--- src/sv/alr_pkg.sv ---
// ----------------------------------------------------------------------------
// alr_pkg
// Shared constants and types for the anti-aliased line rasterizer.
// ----------------------------------------------------------------------------
package alr_pkg;

	localparam int COORD_BITS = 6;
	localparam int FRAC_BITS  = 16;

	localparam int IN_COORD_W = 6;
	localparam int PIX_A_W    = 6;
	localparam int PIX_B_W    = 7;
	localparam int LEVEL_W    = 8;

	// radix-4 restoring divide of (|dminor| << FRAC_BITS) by dmajor
	localparam int DIV_STEPS = (COORD_BITS + FRAC_BITS + 1) / 2;
	localparam int DIV_W     = 2 * DIV_STEPS;
	localparam int DCNT_W    = (DIV_STEPS > 1) ? $clog2(DIV_STEPS) : 1;

	// signed intercept accumulator
	localparam int ACC_W = COORD_BITS + FRAC_BITS + 1;

	typedef struct packed {
		logic [IN_COORD_W-1:0] start_a;
		logic [IN_COORD_W-1:0] start_b;
		logic [IN_COORD_W-1:0] end_a;
		logic [IN_COORD_W-1:0] end_b;
		logic [LEVEL_W-1:0]    intensity;
	} req_t;

	typedef struct packed {
		logic [PIX_A_W-1:0] pixel_a;
		logic [PIX_B_W-1:0] pixel_b;
		logic               pair_along_a;
		logic [LEVEL_W-1:0] near_level;
		logic [LEVEL_W-1:0] far_level;
		logic               last;
	} res_t;

	typedef enum logic [2:0] {
		ST_IDLE,
		ST_DIV,
		ST_FIRST,
		ST_MID,
		ST_LAST
	} state_t;

	typedef struct packed {
		logic load;
		logic div_step;
		logic emit_first;
		logic emit_mid;
		logic emit_last;
	} cmd_t;

	typedef struct packed {
		logic div_last;
		logic dx_small;
		logic mid_last;
	} sts_t;

endpackage

--- src/sv/alr_ctrl.sv ---
// ----------------------------------------------------------------------------
// alr_ctrl
// Sequencer: load, gradient divide, first endpoint, interior columns, end.
// ----------------------------------------------------------------------------
module alr_ctrl import alr_pkg::*; (
	input  logic clk,
	input  logic arst_n,
	input  logic start,
	input  sts_t sts,
	output cmd_t cmd,
	output logic busy
);

	state_t state_q;
	state_t state_nx;

	always_ff @(posedge clk or negedge arst_n) begin
		if (!arst_n) begin
			state_q <= ST_IDLE;
		end else begin
			state_q <= state_nx;
		end
	end

	always_comb begin
		state_nx = state_q;
		unique case (state_q)
			ST_IDLE: begin
				if (start) state_nx = ST_DIV;
			end
			ST_DIV: begin
				if (sts.div_last) state_nx = ST_FIRST;
			end
			ST_FIRST: begin
				state_nx = sts.dx_small ? ST_LAST : ST_MID;
			end
			ST_MID: begin
				if (sts.mid_last) state_nx = ST_LAST;
			end
			ST_LAST: begin
				state_nx = ST_IDLE;
			end
			default: state_nx = ST_IDLE;
		endcase
	end

	always_comb begin
		cmd  = '0;
		busy = 1'b1;
		unique case (state_q)
			ST_IDLE: begin
				busy     = 1'b0;
				cmd.load = start;
			end
			ST_DIV:   cmd.div_step   = 1'b1;
			ST_FIRST: cmd.emit_first = 1'b1;
			ST_MID:   cmd.emit_mid   = 1'b1;
			ST_LAST:  cmd.emit_last  = 1'b1;
			default:  busy           = 1'b1;
		endcase
	end

endmodule

--- src/sv/alr_dp.sv ---
// ----------------------------------------------------------------------------
// alr_dp
// Line setup, radix-4 gradient divider, intercept walk and result register.
// ----------------------------------------------------------------------------
module alr_dp import alr_pkg::*; (
	input  logic clk,
	input  logic arst_n,
	input  req_t request,
	input  cmd_t cmd,
	output sts_t sts,
	output res_t result,
	output logic result_valid
);

	localparam int C = COORD_BITS;
	localparam int F = FRAC_BITS;

	// setup
	logic [C-1:0] a0, b0, a1, b1, ada, adb, mj0, mn0, mj1, mn1;
	logic [C-1:0] x0c, y0c, x1c, y1c, ady;
	logic         steep, swap;

	// line registers
	logic [C-1:0]       x0_q, y0_q, x1_q, y1_q, dx_q, col_q;
	logic               steep_q, dyn_q;
	logic [LEVEL_W-1:0] inten_q;

	// divider
	logic [DIV_W-1:0]  num_q, quo_q;
	logic [C-1:0]      rem_q;
	logic [DCNT_W-1:0] dcnt_q;
	logic [C:0]        r1, r2, r1s, r2s;
	logic              ge1, ge2;

	// walk
	logic [ACC_W-1:0] acc_q, mag, grad;
	logic [C-1:0]     minor, major;
	logic [F-1:0]     frac;
	logic [F:0]       rfrac;
	logic [LEVEL_W+F:0]   near_prod;
	logic [LEVEL_W+F-1:0] far_prod;

	res_t res_q;
	logic valid_q;

	always_comb begin
		a0 = request.start_a[C-1:0];
		b0 = request.start_b[C-1:0];
		a1 = request.end_a[C-1:0];
		b1 = request.end_b[C-1:0];
		ada = (a1 >= a0) ? a1 - a0 : a0 - a1;
		adb = (b1 >= b0) ? b1 - b0 : b0 - b1;
		steep = adb > ada;
		mj0 = steep ? b0 : a0;
		mn0 = steep ? a0 : b0;
		mj1 = steep ? b1 : a1;
		mn1 = steep ? a1 : b1;
		swap = mj0 > mj1;
		x0c = swap ? mj1 : mj0;
		y0c = swap ? mn1 : mn0;
		x1c = swap ? mj0 : mj1;
		y1c = swap ? mn0 : mn1;
		ady = (y1c >= y0c) ? y1c - y0c : y0c - y1c;
	end

	always_comb begin
		r1  = {rem_q, num_q[DIV_W-1]};
		ge1 = r1 >= {1'b0, dx_q};
		r1s = ge1 ? r1 - {1'b0, dx_q} : r1;
		r2  = {r1s[C-1:0], num_q[DIV_W-2]};
		ge2 = r2 >= {1'b0, dx_q};
		r2s = ge2 ? r2 - {1'b0, dx_q} : r2;
	end

	always_comb begin
		mag   = ACC_W'(quo_q[F:0]);
		grad  = dyn_q ? ACC_W'(~mag + ACC_W'(1)) : mag;
		minor = acc_q[F+C-1:F];
		frac  = acc_q[F-1:0];
		major = x0_q + col_q;
		rfrac = (F+1)'(1) << F;
		rfrac = rfrac - {1'b0, frac};
		near_prod = inten_q * rfrac;
		far_prod  = inten_q * frac;
	end

	always_ff @(posedge clk) begin
		if (cmd.load) begin
			x0_q    <= x0c;
			y0_q    <= y0c;
			x1_q    <= x1c;
			y1_q    <= y1c;
			dx_q    <= x1c - x0c;
			dyn_q   <= y1c < y0c;
			steep_q <= steep;
			inten_q <= request.intensity;
			num_q   <= DIV_W'({ady, {F{1'b0}}});
			quo_q   <= '0;
			rem_q   <= '0;
			dcnt_q  <= '0;
		end
		if (cmd.div_step) begin
			num_q  <= num_q << 2;
			quo_q  <= {quo_q[DIV_W-3:0], ge1, ge2};
			rem_q  <= r2s[C-1:0];
			dcnt_q <= dcnt_q + DCNT_W'(1);
		end
		if (cmd.emit_first) begin
			acc_q <= ACC_W'({y0_q, {F{1'b0}}}) + grad;
			col_q <= C'(1);
		end
		if (cmd.emit_mid) begin
			acc_q <= acc_q + grad;
			col_q <= col_q + C'(1);
		end
		if (cmd.emit_first) begin
			res_q.pixel_a      <= PIX_A_W'(steep_q ? y0_q : x0_q);
			res_q.pixel_b      <= PIX_B_W'(steep_q ? x0_q : y0_q);
			res_q.pair_along_a <= steep_q;
			res_q.near_level   <= inten_q >> 1;
			res_q.far_level    <= '0;
			res_q.last         <= 1'b0;
		end else if (cmd.emit_mid) begin
			res_q.pixel_a      <= PIX_A_W'(steep_q ? minor : major);
			res_q.pixel_b      <= PIX_B_W'(steep_q ? major : minor);
			res_q.pair_along_a <= steep_q;
			res_q.near_level   <= near_prod[F+LEVEL_W-1:F];
			res_q.far_level    <= far_prod[F+LEVEL_W-1:F];
			res_q.last         <= 1'b0;
		end else if (cmd.emit_last) begin
			res_q.pixel_a      <= PIX_A_W'(steep_q ? y1_q : x1_q);
			res_q.pixel_b      <= PIX_B_W'(steep_q ? x1_q : y1_q);
			res_q.pair_along_a <= steep_q;
			res_q.near_level   <= inten_q >> 1;
			res_q.far_level    <= '0;
			res_q.last         <= 1'b1;
		end
	end

	always_ff @(posedge clk or negedge arst_n) begin
		if (!arst_n) begin
			valid_q <= 1'b0;
		end else begin
			valid_q <= cmd.emit_first | cmd.emit_mid | cmd.emit_last;
		end
	end

	assign sts.div_last = dcnt_q == DCNT_W'(DIV_STEPS - 1);
	assign sts.dx_small = dx_q <= C'(1);
	assign sts.mid_last = col_q == dx_q - C'(1);

	assign result       = res_q;
	assign result_valid = valid_q;

	a_run_contiguous: assert property (@(posedge clk) disable iff (!arst_n)
		valid_q && !res_q.last |=> valid_q)
		else $error("result run broken before last item");

	a_last_ends_run: assert property (@(posedge clk) disable iff (!arst_n)
		valid_q && res_q.last |=> !valid_q)
		else $error("result after last item of a line");

	a_load_quiet: assert property (@(posedge clk) disable iff (!arst_n)
		cmd.load |=> !valid_q)
		else $error("result strobe right after line load");

endmodule

--- src/sv/antialiased_line_rasterizer.sv ---
// ----------------------------------------------------------------------------
// antialiased_line_rasterizer
// Wu anti-aliased line walker: one pixel pair with coverage per major column.
// ----------------------------------------------------------------------------
// A line item is taken when start is high and busy is low.
// The work after that:
//   - Radix-4 gradient division.
//   - A step that forms the first endpoint.
//   - One pixel pair per cycle on result, marked by result_valid.
// The first pair is shown after the division and the first endpoint step, and
// the run ends with last set. The next line can be taken once busy is low.
// Results are not held, so the receiver must take each one in the cycle it is
// shown. busy stays high until the final pair of a line is formed, and drops
// in the cycle that pair is shown.
module antialiased_line_rasterizer import alr_pkg::*; (
	input  logic clk,
	input  logic arst_n,
	input  logic start,
	input  req_t request,
	output logic busy,
	output res_t result,
	output logic result_valid
);

	cmd_t cmd;
	sts_t sts;

	alr_ctrl u_ctrl (
		.clk    (clk),
		.arst_n (arst_n),
		.start  (start),
		.sts    (sts),
		.cmd    (cmd),
		.busy   (busy)
	);

	alr_dp u_dp (
		.clk          (clk),
		.arst_n       (arst_n),
		.request      (request),
		.cmd          (cmd),
		.sts          (sts),
		.result       (result),
		.result_valid (result_valid)
	);

endmodule
--- config.mk ---
export PLATFORM = sky130hd
export DESIGN_NAME = antialiased_line_rasterizer
export DESIGN_NICKNAME = d
export VERILOG_FILES = /design/src/sv/alr_pkg.sv /design/src/sv/alr_ctrl.sv /design/src/sv/alr_dp.sv /design/src/sv/antialiased_line_rasterizer.sv
export SDC_FILE = /design/constraint.sdc
export NUM_CORES = 1
export LEC_CHECK = 0
export BUFFER_PORTS_ARGS = -buffer_cell sky130_fd_sc_hd__buf_4
export CAP_MARGIN = 20
export CORE_AREA = 5 5 187 189
export CTS_CLUSTER_SIZE = 25
export DETAILED_ROUTE_END_ITERATION = 10
export DIE_AREA = 0 0 192 194
export PLACE_DENSITY = 0.78
export SLEW_MARGIN = 15
export SYNTH_ARGS = -nofsm -noshare
export SYNTH_HDL_FRONTEND = slang
export SYNTH_SLANG_ARGS = --single-unit
export TNS_END_PERCENT = 20
--- constraint.sdc ---
create_clock -name clk -period 14.2 [get_ports clk]
set_input_delay 0.71 -clock clk [delete_from_list [all_inputs] [get_ports clk]]
set_output_delay 0.71 -clock clk [all_outputs]
set_load 0.05 [all_outputs]
; ---- Word-level counts from Yosys, hierarchy flattened
; Index checks and enable logic that the tools add are counted.
[op_classes]
n_reduce_logical = 7
n_mul = 2
magnitude_cmp = 9
n_eq_ne = 9
bitwise = 3
muxes = 46
n_addsub = 17
[op_table]
columns = operator, count
row1 = 6-bit two-way mux, 23
row2 = 31-bit two-way mux, 3
row3 = 23-bit two-way mux, 3
row4 = 6-bit subtractor, 9
row5 = 22-bit two-way mux, 2
row6 = 17-bit two-way mux, 2
row7 = 8-bit by 16-bit multiplier with 24-bit output, 1
row8 = 8-bit by 17-bit multiplier with 24-bit output, 1
row9 = 22-bit by 23-bit adder with 23-bit output, 1
row10 = "23-bit by 1-bit adder with 23-bit output, second input constant", 1
row11 = 23-bit adder, 1
row12 = 17-bit NOT with 23-bit output, 1
row13 = 6-bit >= comparator, 3
row14 = "17-bit by 16-bit subtractor with 17-bit output, first input constant", 1
row15 = 7-bit by 6-bit >= comparator with 1-bit output, 2
row16 = 6-bit greater-than comparator, 2
row17 = 3-bit two-way mux, 4
row18 = 3-bit case mux with 4 select lines, 1
row19 = 4-bit two-way mux, 2
row20 = "6-bit by 1-bit adder with 6-bit output, second input constant", 1
row21 = 6-bit adder, 1
row22 = "3-bit by 2-bit equality test with 1-bit output, second input constant", 2
row23 = 6-bit equality test, 1
row24 = "6-bit by 1-bit <= comparator with 1-bit output, second input constant", 1
row25 = 14 further kinds, 24
[word_totals]
ff_bits = 137
out_inout_bits = 33
inputBits = 35
wordCells = 117

; ---- Depth between registers and ports, before layout
; Gate-level depths: netlist of the first run.
[logic_depth]
depth_word = 10
ltp_mapped = 48
depth_no_buf = 45

; ---- Modules after synthesis
; From an unflattened synthesis of the first run, not the netlist that was laid out.
[unflattened]
cells_unflattened = 1998
hier_area_um2 = 18139.9
[modules_own_cells]
columns = module, cells_per_inst, area_per_inst_um2, n_inst, seq_area_each_um2
row1 = alr_dp, 1976, 17937.2, 1, 3858.7
row2 = alr_ctrl, 22, 202.7, 1, 75.1

; ---- Worst setup path before layout of the first run
; Ideal clock, no wire load.
[synth_path]
path_type = input to register
startpoint = in request[14] (netlist bit)
endpoint = reg u_dp.num_q[21] (data pin)
t_arrival_ns = 8.407
cell_stages = 44
n_path_buf = 5
setup_ns = 0.262
path_slack_ns = 5.531
t_required_ns = 13.938
path_cell_list = inv_1 -> ha_1 -> inv_1 -> fa_1 -> a21o_1 -> a21oi_1 -> nand2_1 -> a21o_1 -> a21oi_4 -> mux2i_1 -> a221o_1 -> a221oi_1 -> o21ai_1 -> a21oi_1 -> xor2_1 -> ha_1 -> and4_1 -> o21a_2 -> [8 not listed] -> nor2_1 -> nor2_1 -> buf_2 -> buf_2 -> o21ai_0 -> mux2i_1 -> ha_1 -> inv_1 -> a21oi_1 -> o21bai_1 -> a21oi_1 -> o21ai_0 -> a21oi_2 -> o31ai_4 -> o311ai_2 -> o211a_1 -> xor2_1 -> o21ai_1
[synth_between]
elab_chain_cells = 10
word_cells_on_any_way = 18
classes_between = add/sub (4) / order compare (4) / mux (10)
[synth_lines]
columns = item, line_no
row1 = "start, declared", antialiased_line_rasterizer.sv:19  ; input req_t request,
row2 = 6-bit subtractor or 6-bit >= comparator (tied branches), alr_dp.sv:51  ; ada = (a1 >= a0) ? a1 - a0 : a0 - a1;
row3 = 6-bit two-way mux, alr_dp.sv:51
row4 = 6-bit greater-than comparator, alr_dp.sv:53  ; steep = adb > ada;
row5 = "6-bit two-way mux, on equally long branches", "alr_dp.sv:54, alr_dp.sv:56"
row6 = 6-bit greater-than comparator, alr_dp.sv:58  ; swap = mj0 > mj1;
row7 = 6-bit two-way mux (*), alr_dp.sv:60  ; y0c = swap ? mn1 : mn0;
row8 = named net u_dp.y0c[0], alr_dp.sv:20  ; logic [C-1:0] x0c, y0c, x1c, y1c, ady;
row9 = 6-bit subtractor or 6-bit >= comparator (tied branches), alr_dp.sv:63  ; ady = (y1c >= y0c) ? y1c - y0c : y0c - y1c;
row10 = 6-bit two-way mux (*), alr_dp.sv:63
row11 = 22-bit two-way mux (*), alr_dp.sv:88  ; if (cmd.load) begin
row12 = 22-bit two-way mux (*), alr_dp.sv:102  ; if (cmd.div_step) begin
row13 = "end signal, assigned", alr_dp.sv:97  ; num_q <= DIV_W'({ady, {F{1'b0}}});
row14 = "end signal, assigned", alr_dp.sv:103  ; num_q <= num_q << 2;
row15 = "end, declared", alr_dp.sv:29  ; logic [DIV_W-1:0] num_q, quo_q;
; The timed path passes the listed nets; every way through them passes the cells marked *. The select of a mux whose other input is x is not followed.
; A chain may end at the register's enable or synchronous reset.

; ---- Worst setup path in the final report of the first run
[layout_path]
startpoint = in request[8] (netlist bit)
endpoint = reg u_dp.num_q[21] (data pin)
[layout_between]
elab_chain_cells = 10
word_cells_on_any_way = 18
classes_between = add/sub (4) / order compare (4) / mux (10)
[layout_lines]
columns = item, line_no
row1 = 6-bit subtractor or 6-bit >= comparator (tied branches), alr_dp.sv:52  ; adb = (b1 >= b0) ? b1 - b0 : b0 - b1;
row2 = 6-bit two-way mux, alr_dp.sv:52
row3 = 6-bit greater-than comparator, alr_dp.sv:53
row4 = "6-bit two-way mux, on equally long branches", "alr_dp.sv:54, alr_dp.sv:56"
row5 = 6-bit greater-than comparator, alr_dp.sv:58
row6 = 6-bit two-way mux (*), alr_dp.sv:60
row7 = named net u_dp.y0c[0], alr_dp.sv:20
row8 = 6-bit subtractor or 6-bit >= comparator (tied branches), alr_dp.sv:63
row9 = 6-bit two-way mux (*), alr_dp.sv:63
row10 = 22-bit two-way mux (*), alr_dp.sv:88
row11 = 22-bit two-way mux (*), alr_dp.sv:102
; Marked as above.

==> out/qor.yml, run 1 <==
slowest_delay_ns: 0.65
core_sq_um: 33100
cp.arrival_ns: 9.88
grt_max_degree: 46
drtIter0Drc: 930
cts_tree: "done"
io_buffer_count: 66
post-route-period-util: 0.683
synth_fp_nets: 2339
place_inst: 2407
cts_resized: 0
io_pins: 68
async_reset_ff_frac: 0.0296
netlist_area_sq_um: 17600
required_ns: 14.38
instances_no_fill: 2439
clk_path_buf_depth: 2
timing.slew.headroom: 0.287
antenna_found_initial: 0
r2r_slack_ns: 6.62
reg2regPathDepth: 21
drv_slew: 0
finClkSkew_ns: 0.0127
die_x_microns: 192
final_net_count: 2366
fin_crit_ns: 9.70
dr.pass1.iters: 7
ys_seq_area_frac: 0.223
status: "complete, no violations"
final_common_cell: "inv_1"
routed_wl_mm: 45.0
path_max_fanout: 25
synthFlopType: "edfxtp_1"
clkLatencyLatePin_ns: 0.44
viasPerCell: 5.67
cts_made_buffers: 17
area_delta_synth_final_pct: 8.35
grt_pass1_vias: 14483
startpoint_type: "input pin"
gp_congestion: 0.914
cts_hold_buf: 0
tightest_slew_ns: 1.07
setup_tns_ns: 0
cap_violations: 0
ys_seq_elements: 135
post-route-drc-count: 0
cpMaxStageDelayCell: "nor2_1"
path_common_cell: "a21oi_1"
die-area_sq_um: 37200
placed_cell_area_sq_um: 18500
wl_per_cell_microns: 18.4
num_rows: 67
finalSetupViolCount: 0
post-cts-setup-buffers: 0
synth.distinct_cells: 81
drive_above_1_share: 0.0743
ys_warn_count: 0
r2r_end: "u_dp.result[15]$_DFFE_PP_"
end_kind: "flop"
finalHoldViolations: 0
htree_num_levels: 4
die_h_microns: 194
path_clk_slew_ns: 0.07
cts.sinks: 135
rsz0062_at_grt: "no"
fin_hold_ws_ns: 0.0656
num_vias: 13840
hpwl_mm: 34.7
ant_nets: 0
grt_pass1_wl_mm: 73.3
critPathLaunch: "request[8]"
fmax_ghz: 0.103
fin_area_sq_um: 19100
r2r-start: "u_dp.acc_q[4]$_DFFE_PP_"
clockRootBuffer: "clkbuf_16"
initial_utilization: 0.533
synth-edff-count: 121
worstSetupEndpoint: "u_dp.num_q[21]$_DFFE_PP_"
grt_usage: 0.245
syn_area_per_cell_sq_um: 9.05
layout_common_cells: "269 x inv_1, 259 x nand2_1, 180 x fa_1, 173 x ha_1, 125 x nor2_1"
worstSetupPathType: "input pin to flop"
diodes: 0
hold_path.class: "input pin to async pin"
syn_inst: 1951
grt-ovfl-total: 0
## how the worst min path moves through the flow
stage / start / end / slack (ns) / depth (start not counted)
floorplan: arst_n / u_ctrl.state_q[0]$_DFFE_PN0P_ / 0.41 / 0
global placement: u_dp.result[8]$_SDFFE_PP0P_ / u_dp.result[8]$_SDFFE_PP0P_ / 0.44 / 2
detailed placement: u_dp.result[16]$_SDFFE_PP0P_ / u_dp.result[16]$_SDFFE_PP0P_ / 0.45 / 2
CTS: arst_n / u_dp.result_valid$_DFF_PN0_ / 0.06 / 1
global route: arst_n / u_dp.result_valid$_DFF_PN0_ / 0.05 / 1
finish: arst_n / u_dp.result_valid$_DFF_PN0_ / 0.07 / 1
## metal layers
metal	routed length, microns	part of all wire	global-route usage
met5	0	0	0
met4	1480	0.033	0.0872
met3	2240	0.050	0.0347
met2	22800	0.51	0.425
met1	18500	0.41	0.311
## final cells by class
cell class / instances / area [sq um]
Tap cell: 448 / 561
Inverter: 271 / 1020
Timing Repair Buffer: 85 / 638
Multi-Input combinational cell: 1468 / 12400
Clock inverter: 14 / 150
Clock buffer: 18 / 429
Sequential cell: 135 / 3930
Fill cell: 2866 / 14000
## kinds of logic (layout without fill, tap and decap cells)
logic type      after synthesis  count (layout)  synth area share
flops                       135             135             0.223
xor+xnor                    119             119            0.0591
buf+inv                     348             388            0.0751
other cells                   1               1          0.000213
compound gates              315             315             0.116
simple gates                618             618             0.164
mux                          62              62            0.0364
fa+ha+maj                   353             353             0.327
## critical path, delay by kind of cell
kind / cells / cell delay, ns
xor gates and xnor gates: 2 / 0.27
and+or+nand+nor: 6 / 1.28
buffers and inverters: 5 / 0.71
adders and majority gates: 5 / 1.33
AOI/OAI and AO/OA: 24 / 4.95
muxes: 3 / 0.58
## state kept, by name (all words and copies together), names as in the netlist
name	cells
u_dp.x1_q	6
u_ctrl.state_q	3
u_dp.dx_q	6
u_dp.dyn_q	1
u_dp.rem_q	6
u_dp.acc_q	22
u_dp.quo_q	17
u_dp.steep_q	1
u_dp.x0_q	6
u_dp.y0_q	6
u_dp.y1_q	6
u_dp.dcnt_q	4
u_dp.num_q	6
u_dp.inten_q	8
u_dp.col_q	6
u_dp.result_valid	1
u_dp.result	30
## Yosys cell counts, drive strengths merged (5+ instances only)
library cell	count	share of area
inv	270	0.057
buf	14	0.0040
and3	21	0.0074
a21oi	109	0.032
nand2b	9	0.0032
a31oi	7	0.0025
xor2	45	0.022
dfxtp	10	0.011
o31a	5	0.0025
a21o	29	0.012
edfxtp	121	0.21
mux2i	51	0.029
o31ai	15	0.0079
o22ai	8	0.0028
ha	173	0.12
or3	10	0.0035
o211ai	6	0.0026
nand2	259	0.055
nand3	25	0.0071
o21bai	10	0.0045
xnor2	74	0.037
a221oi	5	0.0025
clkbuf	63	0.013
o21ai	73	0.021
fa	180	0.20
mux2	11	0.0072
nor3	14	0.0040
nor2b	15	0.0053
and2	108	0.038
a211oi	9	0.0041
nor2	126	0.027
nand4	10	0.0039
## through the flow
step                utilization  setup slack, ns
floorplan                     -             5.53
global placement          0.560             4.39
detailed placement        0.560             4.19
CTS                       0.577             4.62
global route              0.577             3.76
finish                    0.577             4.50
Power of run 1 is not shown: default switching activity piles up to over one toggle a cycle in this logic, so the estimate is an artifact.
==> run 2: changes to the inputs <==
Settings changed: PLACE_DENSITY 0.78 to 0.8.
Clock period 14.2 ns to 8.4 ns, I/O delays scaled along.
==> run 2 against run 1 <==
  * Non-clock buffer count up 46
  * Count of clock-buffer cells in the layout unchanged
  * Worst hold slack better by 0.088 ns
  * Global-route usage up 0.50 points
  * Final cell count up 1.9%
  * Die area unchanged
  * Core utilization up 1.5 points
  * Routed wire length up 1.5%
  * Flip-flop and latch count unchanged
  * Sequential share of layout area down 0.53 points
  * Worst setup slack worse by 4.3 ns
  * Clock skew up 0.0010 ns
==> out/qor.yml, run 2 (synthesized netlist as in run 1, its figures left out) <==
status: "complete, no violations"  # unchanged
r2r-start: "u_dp.acc_q[2]$_DFFE_PP_"  # was u_dp.acc_q[4]$_DFFE_PP_
finalSetupViolCount: 0  # unchanged
layout_common_cells: "269 x inv_1, 258 x nand2_1, 180 x fa_1, 171 x ha_1"  # was 269 x inv_1, 259 x nand2_1, 180 x fa_1, 173 x ha_1, 125 x nor2_1
grt-ovfl-total: 0  # unchanged
routed_wl_mm: 45.6  # was 45.0 mm
finalHoldViolations: 0  # unchanged
initial_utilization: 0.533  # unchanged
required_ns: 8.58  # was 14.38 ns
timing.slew.headroom: 0.372  # was 0.287
post-route-period-util: 0.973
hpwl_mm: 35.4  # was 34.7 mm
worstSetupPathType: "input pin to flop"  # unchanged
cts_made_buffers: 17  # unchanged
grt_util_met2: 0.436  # was 0.425
slowest_delay_ns: 0.39  # was 0.65 ns
grt_max_degree: 46  # unchanged
r2r_slack_ns: 0.59  # was 6.62 ns
end_kind: "flop"  # unchanged
fin_crit_ns: 8.18
use_met1: 0.306  # was 0.311
finClkSkew_ns: 0.0137  # was 0.0127 ns
grt_pass1_vias: 14847  # was 14483
die_x_microns: 192  # unchanged
htree_num_levels: 4  # unchanged
critPathLaunch: "request[8]"  # unchanged
core_sq_um: 33100  # unchanged
startpoint_type: "input pin"  # unchanged
num_vias: 14259  # was 13840
diodes: 0  # unchanged
path_depth: 44  # was 45
final_common_cell: "inv_1"  # unchanged
drive_above_1_share: 0.102  # was 0.0743
viasPerCell: 5.74  # was 5.67
worstSetupEndpoint: "u_dp.num_q[21]$_DFFE_PP_"  # unchanged
wl_per_cell_microns: 18.4  # about the same
cap_violations: 0  # unchanged
cts.sinks: 135  # unchanged
fin_util: 0.593  # was 0.577
clockRootBuffer: "clkbuf_16"  # unchanged
die_h_microns: 194  # unchanged
r2r_end: "u_dp.result[15]$_DFFE_PP_"  # unchanged
clkLatencyLatePin_ns: 0.44  # about the same
path_common_cell: "a21oi_2"  # was a21oi_1
io_buffer_count: 66  # unchanged
drtIter0Drc: 1062  # was 930
post-route-drc-count: 0  # unchanged
grt-busiest-layer: "met2"  # unchanged
cpLargestDelayFamily: "compound AO/OA/AOI/OAI gates"  # unchanged
grt_pass1_wl_mm: 75.1  # was 73.3 mm
dr.pass1.iters: 5  # was 7
fmax_ghz: 0.122
largest_register_ffs: 30  # unchanged
cp_num_buf_inv: 7  # was 5
tightest_slew_ns: 0.942  # was 1.07 ns
gp_congestion: 0.924  # was 0.914
die-area_sq_um: 37200  # unchanged
cpMaxStageDelayCell: "fa_1"  # was nor2_1
drv_slew: 0  # unchanged
path_max_fanout: 8  # was 25
reg2regPathDepth: 21  # unchanged
io_pins: 68  # unchanged
cp.arrival_ns: 8.35  # was 9.88 ns
clk_path_buf_depth: 2  # unchanged
met3_usage: 0.0366  # was 0.0347
path_clk_slew_ns: 0.07  # about the same
cts_tree: "done"  # unchanged
area_delta_synth_final_pct: 11.2  # was 8.35%
grt_usage: 0.250  # was 0.245
hold_path.class: "input pin to flop"  # was input pin to async pin
final_net_count: 2412  # was 2366
antenna_found_initial: 0  # unchanged
num_rows: 67  # unchanged
ant_nets: 0  # unchanged
## run 2: cell count changes in the layout (fill, tap and decap cells not counted), moves of 2 or more
cell       change
ha_1           -2
a221oi_2       +2
a21oi_1        -6
bufinv_16      +2
buf_4         +39
a21oi_2        +6
a221oi_1       -2
ha_2           +2
buf_6          +4
## run 2: cell type report
| cell class | instances | area (sq um) |
|---|---|---|
| tap | 448 | 561 |
| inverter | 271 | 1020 |
| fill | 2739 | 13500 |
| timing repair buffer | 131 | 1030 |
| clock inverter | 14 | 199 |
| sequential | 135 | 3930 |
| clock buffer | 18 | 429 |
| multi-input combinational | 1468 | 12500 |
## run 2: how the worst min path moves through the flow
stage                     from                            end  depth (start not counted)
global route        request[3]      u_dp.inten_q[3]$_DFFE_PP_                          1
CTS                 request[5]      u_dp.inten_q[5]$_DFFE_PP_                          1
global placement        arst_n    u_dp.result_valid$_DFF_PN0_                          1
detailed placement      arst_n    u_dp.result_valid$_DFF_PN0_                          1
floorplan               arst_n  u_ctrl.state_q[0]$_DFFE_PN0P_                          0
finish              request[3]      u_dp.inten_q[3]$_DFFE_PP_                          1
## run 2: per-stage QoR
step                      cells  TNS [ns]  hold slack [ns]  setup WS, ns  cell area (sq um)
after floorplan            1951         0            0.124        0.0212              17600
after global placement     2439         0            0.229        0.0587              18800
after detailed placement   2441    -0.752            0.228        -0.245              18800
after CTS                  2474         0            0.141         0.148              19500
after global routing       2485    -0.188            0.143        -0.102              19600
final                      2485         0            0.153         0.223              19600
## run 2: repair_timing
| item | CTS | global route |
|---|---|---|
| setup endpoints to repair | 0 | 5 |
| hold buffers | 1 | 0 |
| endpoints found under the hold margin | 4 | 0 |
| setup buffers | 0 | 10 |
| gates resized for setup | 0 | 20 |
## run 2: metal layers
metal,vias up,wire length [microns]
met3,113,2930
met1,6989,17700
met2,558,23000
met4,0,1950
li1,6599,-
met5,-,0
Power of run 2 is left out for the same reason.
